**src/rational_add_sub_compare_top_macros.svh**
```systemverilog
// assertion macros for the rational add/sub/compare block
`ifndef RATIONAL_ADD_SUB_COMPARE_TOP_MACROS_SVH
`define RATIONAL_ADD_SUB_COMPARE_TOP_MACROS_SVH

// same-cycle implication, sampled on clk_i, off during reset
`define RASC_ASSERT_IMP(lbl, ante, cons) \
  lbl: assert property (@(posedge clk_i) disable iff (!rst_ni) (ante) |-> (cons)) \
    else $error("rasc assertion failed");

// next-cycle implication, sampled on clk_i, off during reset
`define RASC_ASSERT_NXT(lbl, ante, cons) \
  lbl: assert property (@(posedge clk_i) disable iff (!rst_ni) (ante) |=> (cons)) \
    else $error("rasc assertion failed");

`endif

```
**src/rasc_pkg.sv**
```systemverilog
// shared types and constants of the rational add/sub/compare block
`default_nettype none
package rasc_pkg;

  localparam int unsigned VALUE_BITS = 32;
  localparam int unsigned NUM_W      = 32;
  localparam int unsigned DEN_W      = 31;
  localparam int unsigned WIDE_W     = 64;
  localparam int unsigned SHIFT_W    = 6;
  localparam int unsigned DCNT_W     = 7;

  localparam int unsigned QUEUE_DEPTH = 2;
  localparam int unsigned QPTR_W      = 1;
  localparam int unsigned QCNT_W      = 2;

  localparam logic [WIDE_W-1:0] RES_MAX = (64'd1 << (VALUE_BITS - 1)) - 64'd1;
  localparam logic [WIDE_W-1:0] RES_NEG_MAG = RES_MAX + 64'd1;

  typedef enum logic [1:0] {
    ST_OK       = 2'd0,
    ST_ZERO_DEN = 2'd1,
    ST_OVERFLOW = 2'd2
  } status_e;

  typedef struct packed {
    logic                    op;
    logic signed [NUM_W-1:0] a_num;
    logic [DEN_W-1:0]        a_den;
    logic signed [NUM_W-1:0] b_num;
    logic [DEN_W-1:0]        b_den;
    logic                    zero_den;
  } item_t;

  typedef struct packed {
    logic              start;
    logic [WIDE_W-1:0] u;
    logic [WIDE_W-1:0] v;
  } gcd_req_t;

  typedef struct packed {
    logic              done;
    logic [WIDE_W-1:0] g;
  } gcd_rsp_t;

  typedef struct packed {
    logic              start;
    logic [WIDE_W-1:0] num;
    logic [WIDE_W-1:0] den;
  } div_req_t;

  typedef struct packed {
    logic              done;
    logic [WIDE_W-1:0] quo;
  } div_rsp_t;

  typedef enum logic [4:0] {
    SQ_IDLE,
    SQ_CMP_L,
    SQ_CMP_R,
    SQ_GCD1_GO,
    SQ_GCD1_WAIT,
    SQ_DIVA_GO,
    SQ_DIVA_WAIT,
    SQ_DIVB_GO,
    SQ_DIVB_WAIT,
    SQ_MUL_A,
    SQ_MUL_B,
    SQ_MUL_DEN,
    SQ_SUM,
    SQ_GCD2_GO,
    SQ_GCD2_WAIT,
    SQ_DIVN_GO,
    SQ_DIVN_WAIT,
    SQ_DIVD_GO,
    SQ_DIVD_WAIT,
    SQ_WRITE
  } seq_e;

endpackage
`default_nettype wire

```
**src/rasc_req_if.sv**
```systemverilog
// request channel: two fractions and the operation
`default_nettype none
interface rasc_req_if;
  logic                               valid;
  logic                               ready;
  logic                               op;
  logic signed [rasc_pkg::NUM_W-1:0]  a_num;
  logic [rasc_pkg::DEN_W-1:0]         a_den;
  logic signed [rasc_pkg::NUM_W-1:0]  b_num;
  logic [rasc_pkg::DEN_W-1:0]         b_den;

  modport source (output valid, op, a_num, a_den, b_num, b_den, input ready);
  modport sink (input valid, op, a_num, a_den, b_num, b_den, output ready);
endinterface
`default_nettype wire

```
**src/rasc_front.sv**
```systemverilog
// front end: takes requests, flags zero denominators, queues them
`default_nettype none
module rasc_front (
  input  wire logic            clk_i,
  input  wire logic            rst_ni,
  rasc_req_if.sink             req_i,
  output rasc_pkg::item_t      item_o,
  output logic                 item_valid_o,
  input  wire logic            item_ready_i
);

  rasc_pkg::item_t                   mem_q [rasc_pkg::QUEUE_DEPTH];
  logic [rasc_pkg::QPTR_W-1:0]       wr_ptr_q, rd_ptr_q;
  logic [rasc_pkg::QCNT_W-1:0]       cnt_q;
  logic                              push, pop;
  rasc_pkg::item_t                   item_in;

  always_comb begin
    item_in.op       = req_i.op;
    item_in.a_num    = req_i.a_num;
    item_in.a_den    = req_i.a_den;
    item_in.b_num    = req_i.b_num;
    item_in.b_den    = req_i.b_den;
    item_in.zero_den = (req_i.a_den == '0) || (req_i.b_den == '0);
  end

  assign req_i.ready  = (cnt_q != rasc_pkg::QCNT_W'(rasc_pkg::QUEUE_DEPTH));
  assign item_valid_o = (cnt_q != '0);
  assign item_o       = mem_q[rd_ptr_q];
  assign push         = req_i.valid && req_i.ready;
  assign pop          = item_valid_o && item_ready_i;

  always_ff @(posedge clk_i or negedge rst_ni) begin
    if (!rst_ni) begin
      wr_ptr_q <= '0;
      rd_ptr_q <= '0;
      cnt_q    <= '0;
    end else begin
      if (push) wr_ptr_q <= wr_ptr_q + 1'b1;
      if (pop) rd_ptr_q <= rd_ptr_q + 1'b1;
      if (push && !pop) cnt_q <= cnt_q + 1'b1;
      else if (pop && !push) cnt_q <= cnt_q - 1'b1;
    end
  end

  always_ff @(posedge clk_i) begin
    if (push) mem_q[wr_ptr_q] <= item_in;
  end

endmodule
`default_nettype wire

```
**src/flat_wrapper.sv**
```systemverilog
// flat-port wrapper written by rule: the top's interface ports become plain ports
module rasc_front_flat 
  (clk_i, rst_ni, item_o, item_valid_o, item_ready_i, req_i_valid, req_i_op, req_i_a_num, req_i_a_den, req_i_b_num, req_i_b_den, req_i_ready);
  rasc_req_if req_i_i ();
  input  wire logic clk_i;
  input  wire logic rst_ni;
  output rasc_pkg::item_t item_o;
  output logic item_valid_o;
  input  wire logic item_ready_i;
  input wire logic [$bits(req_i_i.valid)-1:0] req_i_valid;
  input wire logic [$bits(req_i_i.op)-1:0] req_i_op;
  input wire logic [$bits(req_i_i.a_num)-1:0] req_i_a_num;
  input wire logic [$bits(req_i_i.a_den)-1:0] req_i_a_den;
  input wire logic [$bits(req_i_i.b_num)-1:0] req_i_b_num;
  input wire logic [$bits(req_i_i.b_den)-1:0] req_i_b_den;
  output wire logic [$bits(req_i_i.ready)-1:0] req_i_ready;
  assign req_i_i.valid = req_i_valid;
  assign req_i_i.op = req_i_op;
  assign req_i_i.a_num = req_i_a_num;
  assign req_i_i.a_den = req_i_a_den;
  assign req_i_i.b_num = req_i_b_num;
  assign req_i_i.b_den = req_i_b_den;
  assign req_i_ready = req_i_i.ready;
  rasc_front u_core (.clk_i(clk_i), .rst_ni(rst_ni), .req_i(req_i_i), .item_o(item_o), .item_valid_o(item_valid_o), .item_ready_i(item_ready_i));
endmodule
```
**config.mk**
```make
export PLATFORM = sky130hd
export DESIGN_NAME = rasc_front_flat
export DESIGN_NICKNAME = d
export VERILOG_FILES = /design/src/rational_add_sub_compare_top_macros.svh /design/src/rasc_pkg.sv /design/src/rasc_req_if.sv /design/src/rasc_front.sv /design/src/flat_wrapper.sv
export SDC_FILE = /design/constraint.sdc
export NUM_CORES = 1
export LEC_CHECK = 0
export BUFFER_PORTS_ARGS = -buffer_cell sky130_fd_sc_hd__buf_4
export CORE_AREA = 10 10 144 146
export CTS_CLUSTER_DIAMETER = 50
export CTS_CLUSTER_SIZE = 8
export DETAILED_ROUTE_END_ITERATION = 8
export DIE_AREA = 0 0 154 156
export PLACE_DENSITY = 0.87
export SETUP_SLACK_MARGIN = 0.2
export SLEW_MARGIN = 5
export SYNTH_ARGS = -nofsm -noshare
export SYNTH_HDL_FRONTEND = slang
export SYNTH_SLANG_ARGS = --single-unit
```
**constraint.sdc**
```tcl
create_clock -name clk_i -period 20.2 [get_ports clk_i]
set_clock_uncertainty 0.2 [all_clocks]
set_input_delay 6.06 -clock clk_i [delete_from_list [all_inputs] [get_ports clk_i]]
set_output_delay 6.06 -clock clk_i [all_outputs]
set_load 0.02 [all_outputs]
```
==> key figures, run 1 <==
Min path
  – Worst hold path endpoint: u_core.cnt_q[1]
  – Worst hold stages: 1
  – Hold Startpoint: u_core.cnt_q[1]
  – Hold Path Class: flip-flop to flip-flop

Cells and area
  – Share of cells above drive strength 1: 0.594
  – Fillers: ~1100
  – Final core occ: 0.717
  – Nets: between 800 and 900
  – Ant. Diodes: 0
  – Synthesis-to-finish area growth: 33.3%

Critical path
  – Crit path DAT: around 3000 ps
  – Critical R2R Capture: u_core.mem_q[1][67]
  – Setup crit end kind: output pin
  – Worst r2r src: u_core.cnt_q[0]
  – Crit path kind: flip-flop to output pin
  – Worst Reg-to-Reg Cells: 3
  – Critical path data required time: 13940 ps
  – R2R setup slack: around 17000 ps
  – Crit start category: flip-flop
  – Crit path max fanout: 74

STA
  – F_max: approximately 110 MHz
  – Slew headroom: 0.297
  – Final hold vios: 0
  – Worst-Margin Slew: 1060 ps
  – Fin worst setup slack: 10960 ps
  – Fin. max-slew vios: 0
  – Final hold slack: approximately 340 ps
  – Tcrit/Tclk final: 0.457
  – Setup Viol. Count Final: 0
  – Post-Route Setup TNS: 0 ps
  – RSZ-0062 raised after global routing: no
  – Min cycle time layout: slightly above 9000 ps

Synthesis
  – Yosys reg bits: between 200 and 300
  – Seq/Total Area, Yosys: 0.811
  – Top cells by area, synth: edfxtp_1 80%, mux2_2 15%, buf_6 1.5%
  – Synthesized area: 9600 um2
  – Yosys Warn Count: 0
  – Syn Area/Cell: approximately 22 um2
  – Synth cell types: 18
  – Post-synth top area share: 0.801
  – Synth Net Count: 569
  – Yosys top cell by area: edfxtp_1
  – Mapped Cells: between 400 and 500

Die
  – Core region area: around 18000 um2
  – Area of the die: around 24000 um2
  – Die Width: approximately 150 um
  – Cell Rows: 49
  – Initial Util: 0.538
  – DIE HEIGHT: 156 um
  – Num ports: 261

Clock tree
  – # hold bufs at CTS: 0
  – Clk sinks: 260
  – CTS tree: done
  – Worst-Skew Late Latency: slightly below 500 ps
  – Cts repair resizes: 0
  – Max Root-Sink Buffers: 3
  – CTS Buf Count: 38
  – Root Buffer: clkbuf_16
  – Number of H-tree levels: 2
  – Post-CTS Setup Bufs: 0
  – Clock-pin transition on the worst setup and hold timing paths: around 50 ps

Power and ir drop
  – Switch share: 0.306
  – Static leakage: between 4 and 5 nW
  – Clock power share: 0.277
  – Worst IR drop on VDD: between 100 and 150 uV
  – Switching Power: ~0.00061 W
  – Total power: between 0.002 and 0.0025 W
  – PD cells: about 160 nW/um2
  – Comb pwr share: 0.326
  – Pint: approximately 0.0014 W
  – Seq pwr share: 0.396

Route
  – Drc violations: 0
  – Pre-Repair DR Iteration Count: 5
  – DR vias/cell: 5.35
  – Routed Wire Length: approximately 22000 um
  – Detail Route Antenna Nets: 0
  – DRC violation total after the first TritonRoute iteration: 225
  – DR WL/cell: ~23 um
  – Via count: roughly 5200

Global route
  – GRT Util Overall: 0.175
  – Largest net degree at the start of global routing: a little under 80
  – First-pass GRT wire length: approximately 33000 um
  – Grt ovf: 0
  – Antenna violations before repair: 0
  – Number of global-route vias before repair: a little under 6000

Placement
  – Port bufs: 260
  – DP HPWL: ~15000 um
  – Place WS: 11500 ps
  – Routability Congestion: 0.801

Outcome
  – Status: complete, no violations

Run
  – Max Cap Viol: 0
==> cell usage after synthesis <==
library cell / number
buf_6: 13
nor4_1: 14
xnor2_1: 3
nor3_1: 2
xor2_1: 2
or2_2: 1
buf_2: 1
mux2_2: 128
nand2b_1: 1
nand2_1: 2
edfxtp_1: 256
inv_1: 1
nand4_1: 4
o22ai_1: 1
and3_1: 1
nor2_1: 2
dfrtp_1: 4
ha_1: 1
==> routing by layer <==
metal  share of wire  GRT usage
met5               0          0
met4           0.028     0.0661
met3           0.078     0.0562
met2            0.51      0.298
met1            0.38      0.203
==> metrics by stage <==
step / cells / instance area [um2]
after floorplan: 437 / 9600
after global placement: 916 / 11700
after detailed placement: 916 / 11700
after CTS: 966 / 12800
after global routing: 966 / 12800
final: 966 / 12800
==> power by group through the flow <==
stage               Sequential (W)  Combinational (W)  Clock [W]
floorplan                 0.000788           0.000428          0
global placement          0.000792           0.000648          0
detailed placement        0.000802           0.000662          0
CTS                       0.000795           0.000667   0.000567
global route              0.000803           0.000691   0.000590
finish                    0.000794           0.000654   0.000555
==> critical path, stage by stage, from the launching register on <==
cell	delay, ps
dfrtp_4	910
buf_4	830
mux2_2	440
buf_4	170
==> worst max path at each step <==
stage	start	endpoint
2_1_floorplan	req_i_valid	u_core.mem_q[0][0]
6_report	u_core.rd_ptr_q	item_o[10]
3_3_place_gp	u_core.rd_ptr_q	item_o[10]
3_5_place_dp	u_core.rd_ptr_q	item_o[76]
5_1_grt	u_core.rd_ptr_q	item_o[10]
4_1_cts	u_core.rd_ptr_q	item_o[80]
==> layout make-up <==
cell class,count,area (um2),area share
Inverter,1,3.75,0.000293
Clock inverter,1,5.00,0.000391
Sequential cell,260,7790,0.609
Tap cell,229,287,0.0224
Timing Repair Buffer,264,1980,0.155
Multi-Input combinational cell,162,1670,0.131
Clock buffer,49,1060,0.0825
==> cell families after synthesis <==
logic type / Yosys count / share of synthesized area
AO/OA/AOI/OAI: 1 / 0.000652
XOR/XNOR: 5 / 0.00456
adder cells (fa/ha/maj): 1 / 0.00130
buffers and inverters: 15 / 0.0162
flip-flops: 260 / 0.811
multiplexers: 128 / 0.150
AND/OR/NAND/NOR: 27 / 0.0163
==> cells in the final DEF, fill, tap and decap left out <==
cell / Yosys / routed
and3_4: 0 / 1
buf_4: 0 / 264
clkbuf_1: 0 / 8
clkbuf_16: 0 / 41
clkinv_2: 0 / 1
dfrtp_1: 4 / 3
dfrtp_4: 0 / 1
edfxtp_1: 256 / 256
ha_1: 1 / 1
inv_1: 1 / 1
mux2_2: 128 / 128
nand2_1: 2 / 2
nand2b_1: 1 / 1
nand4_1: 4 / 4
nor2_1: 2 / 1
nor2_4: 0 / 1
nor3_1: 2 / 2
nor4_1: 14 / 14
o22ai_1: 1 / 1
or2_2: 1 / 1
xnor2_1: 3 / 3
xor2_1: 2 / 2
==> registers in the layout (all words and copies together) (netlist names) <==
name	flops
u_core.wr_ptr_q	1
u_core.rd_ptr_q	1
u_core.mem_q	256
u_core.cnt_q	2
Note: power is estimated with default switching activity, not from simulation.
==> run 2, diff against run 1 <==
ABC_AREA = 1   (was unset)
CORE_AREA = 10 10 149 151   (was 10 10 144 146)
DIE_AREA = 0 0 159 161   (was 0 0 154 156)
PLACE_DENSITY = 0.83   (was 0.87)
clock period = 8.75 ns   (was 20.2 ns; I/O delays follow)
==> run 2 against run 1 <==
Clock power rose by 140%. Critical path depth rose by 2. Via count rose by 28%. Register-to-register slack got worse by 11000 ps. Utilization fell by 3.2 points. Critical path type unchanged. Critical endpoint is now item_o[88].
==> key figures, run 2 <==
Synthesis
  – Seq/Total Area, Yosys: 0.788 (-0.0230)
  – Yosys top cell by area: edfxtp_1
  – Post-synth EDFFs: 256 (unchanged)
  – Post-synth top area share: 0.778 (-0.0227)
  – Synth Net Count: 919 (+62%)
  – Count leader, synth: nand2_1
  – Yosys Warn Count: 0 (unchanged)
  – Post-synth ARST share: 0.0154 (unchanged)
  – Yosys reg bits: 260 (unchanged)
  – Commonest cells in the netlist: 417 x nand2_1, 256 x edfxtp_1, 42 x inv_1
  – Ys flop type: edfxtp_1
  – Top cells by area, synth: edfxtp_1 78%, nand2_1 16%, inv_1 1.6%
  – Syn Area/Cell: 12.6 um2 (-43%)
  – Synthesized area: 9880 um2 (+2.9%)
  – Mapped Cells: 787 (+80%)
  – Synth cell types: 19 (+1)

Route
  – DR vias/cell: 4.88 (-8.8%)
  – Drc violations: 0 (unchanged)
  – Routed Wire Length: 24600 um (+10%)
  – Via count: 6605 (+28%)
  – Detail Route Antenna Nets: 0 (unchanged)
  – DR WL/cell: 18.2 um (-21%)
  – DRC violation total after the first TritonRoute iteration: 438 (+95%)
  – Pre-Repair DR Iteration Count: 6 (+1)

Cells and area
  – Synthesis-to-finish area growth: 33.1%
  – Area of the multi-input gates: 1760 um2 (+5.5%)
  – Commonest non-fill, non-tap cell in the layout: nand2_1
  – Most frequent cells in the layout: 417 x nand2_1, 266 x buf_4, 256 x edfxtp_1
  – Ant. Diodes: 0 (unchanged)
  – Share of cells above drive strength 1: 0.287 (-0.308)
  – Nets: 1197 (+39%)
  – Max reg flops: 256 (unchanged)
  – Final core occ: 0.685 (-0.0323)
  – Register area: 7790 um2 (unchanged)
  – Largest registers: u_core.mem_q: 256 flops, u_core.cnt_q: 2 flops
  – Fillers: 1347 (+26%)
  – Largest register by flop count: u_core.mem_q

Clock tree
  – CTS Buf Count: 38 (unchanged)
  – Worst-Skew Late Latency: 490 ps (about the same)
  – Clk sinks: 260 (unchanged)
  – # hold bufs at CTS: 0 (unchanged)
  – Number of H-tree levels: 2 (unchanged)
  – Root Buffer: clkbuf_16
  – Cts repair resizes: 0 (unchanged)
  – CTS tree: done
  – Clock-pin transition on the worst setup and hold timing paths: 50 ps (about the same)
  – Post-CTS Setup Bufs: 0 (unchanged)
  – Max Root-Sink Buffers: 3 (unchanged)

Critical path
  – Crit path max fanout: 66 (-11%)
  – Critical path data required time: 5930 ps (-8010 ps)
  – Setup crit end kind: output pin
  – Crit path kind: flip-flop to output pin
  – Crit path DAT: 2920 ps (-60 ps)
  – Crit start category: flip-flop
  – R2R setup slack: 5920 ps (-11390 ps)

Global route
  – First-pass GRT wire length: 37500 um (+14%)
  – Grt ovf: 0 (unchanged)
  – Largest net degree at the start of global routing: 86 (+10%)
  – Antenna violations before repair: 0 (unchanged)
  – GRT Util Overall: 0.184 (+0.00903)
  – Number of global-route vias before repair: 6906 (+19%)

STA
  – Final hold slack: 271 ps (-65.2 ps)
  – Post-Route Setup TNS: 0 ps (unchanged)
  – Min cycle time layout: roughly 5700 ps
  – Final hold vios: 0 (unchanged)
  – Setup Viol. Count Final: 0 (unchanged)
  – RSZ-0062 raised after global routing: no
  – Fin worst setup slack: 3010 ps (-7960 ps)
  – F_max: ~170 MHz
  – Tcrit/Tclk final: 0.656
  – Slew headroom: 0.281 (-0.0158)
  – Fin. max-slew vios: 0 (unchanged)
  – Worst-Margin Slew: 1080 ps (+21.1 ps)

Die
  – DIE HEIGHT: 161 um (+3.2%)
  – Area of the die: 25600 um2 (+6.6%)
  – Core region area: 19200 um2 (+7.7%)
  – Cell Rows: 51 (+4.1%)
  – Initial Util: 0.515 (-0.0237)
  – Die Width: 159 um (+3.2%)
  – Num ports: 261 (unchanged)

Placement
  – Routability Congestion: 0.777 (-3.0%)
  – DP HPWL: 16400 um (+6.7%)
  – Port bufs: 260 (unchanged)
  – Place WS: 3470 ps (-8030 ps)

Power and ir drop
  – Static leakage: 5.74 nW (+20%)
  – Worst IR drop on VDD: 208 uV (+59%)
  – PD cells: 370 nW/um2 (+140%)

Run
  – Max Cap Viol: 0 (unchanged)

Min path
  – Hold Path Class: flip-flop to flip-flop

Outcome
  – Status: complete, no violations
==> run 2: cell count changes after synthesis, moves of 3 or more <==
cell / change
nand2_1: +415
buf_4: +16
inv_1: +41
nor2_1: +26
nand4_1: -3
mux2_2: -128
buf_2: +9
nor4_1: -14
buf_6: -12
==> run 2: routing by layer <==
layer / track usage / wire length, um / vias up
li1: - / - / 3145
met1: 0.199 / 8970 / 3136
met2: 0.321 / 12700 / 260
met3: 0.0572 / 1850 / 64
met4: 0.0939 / 1090 / 0
met5: 0 / 0 / -
==> run 2: kinds of logic (layout without fill, tap and decap cells) <==
group	Yosys count	after routing	synth area share
XOR/XNOR	3	3	0.00266
flip-flops	260	260	0.788
AO/OA/AOI/OAI	2	2	0.00101
adder cells (fa/ha/maj)	1	1	0.00127
buffers and inverters	71	372	0.0351
AND/OR/NAND/NOR	450	450	0.172
==> run 2: worst max-delay path, stage by stage, from the launching register on <==
cell and delay [ps]:
dfrtp_4 680, inv_4 560, buf_4 680, nand2_1 110, nand2_1 140, buf_4 160
==> run 2: cell type report <==
class                   instances  area share
flip-flops and latches        260       0.592
well taps                     265      0.0252
clock buffers                  62      0.0840
inverters                      43      0.0125
multi-input cells             456       0.134
clock inverters                 1    0.000380
repair buffers                266       0.152
==> run 2: path summary, 6_finish.rpt <==
kind,startpoint,endpoint,cells after the start
max reg2reg,u_core.cnt_q[0],u_core.mem_q[0][3],5
max,u_core.rd_ptr_q,item_o[88],5
min,u_core.cnt_q[0],u_core.cnt_q[0],1
min reg2reg,u_core.cnt_q[0],u_core.cnt_q[0],1
min in group asynchronous,rst_ni,u_core.rd_ptr_q,1
max in group asynchronous,rst_ni,u_core.rd_ptr_q,1
==> run 2: power by group <==
group	leakage, nW	switching [W]	total, W	internal, W
clock network	0.534	0.000485	0.00134	0.000852
logic	2.78	0.00114	0.00173	0.000591
registers	2.42	0.0000994	0.00181	0.00171
==> run 2: through the flow <==
stage / cell area (um2) / std cells / total power [W]
4_1_cts: 13200 / 1353 / 0.00493
3_3_place_gp: 12000 / 1290 / 0.00355
6_report: 13200 / 1353 / 0.00487
5_1_grt: 13200 / 1353 / 0.00512
3_5_place_dp: 12000 / 1290 / 0.00358
2_1_floorplan: 9890 / 787 / 0.00284
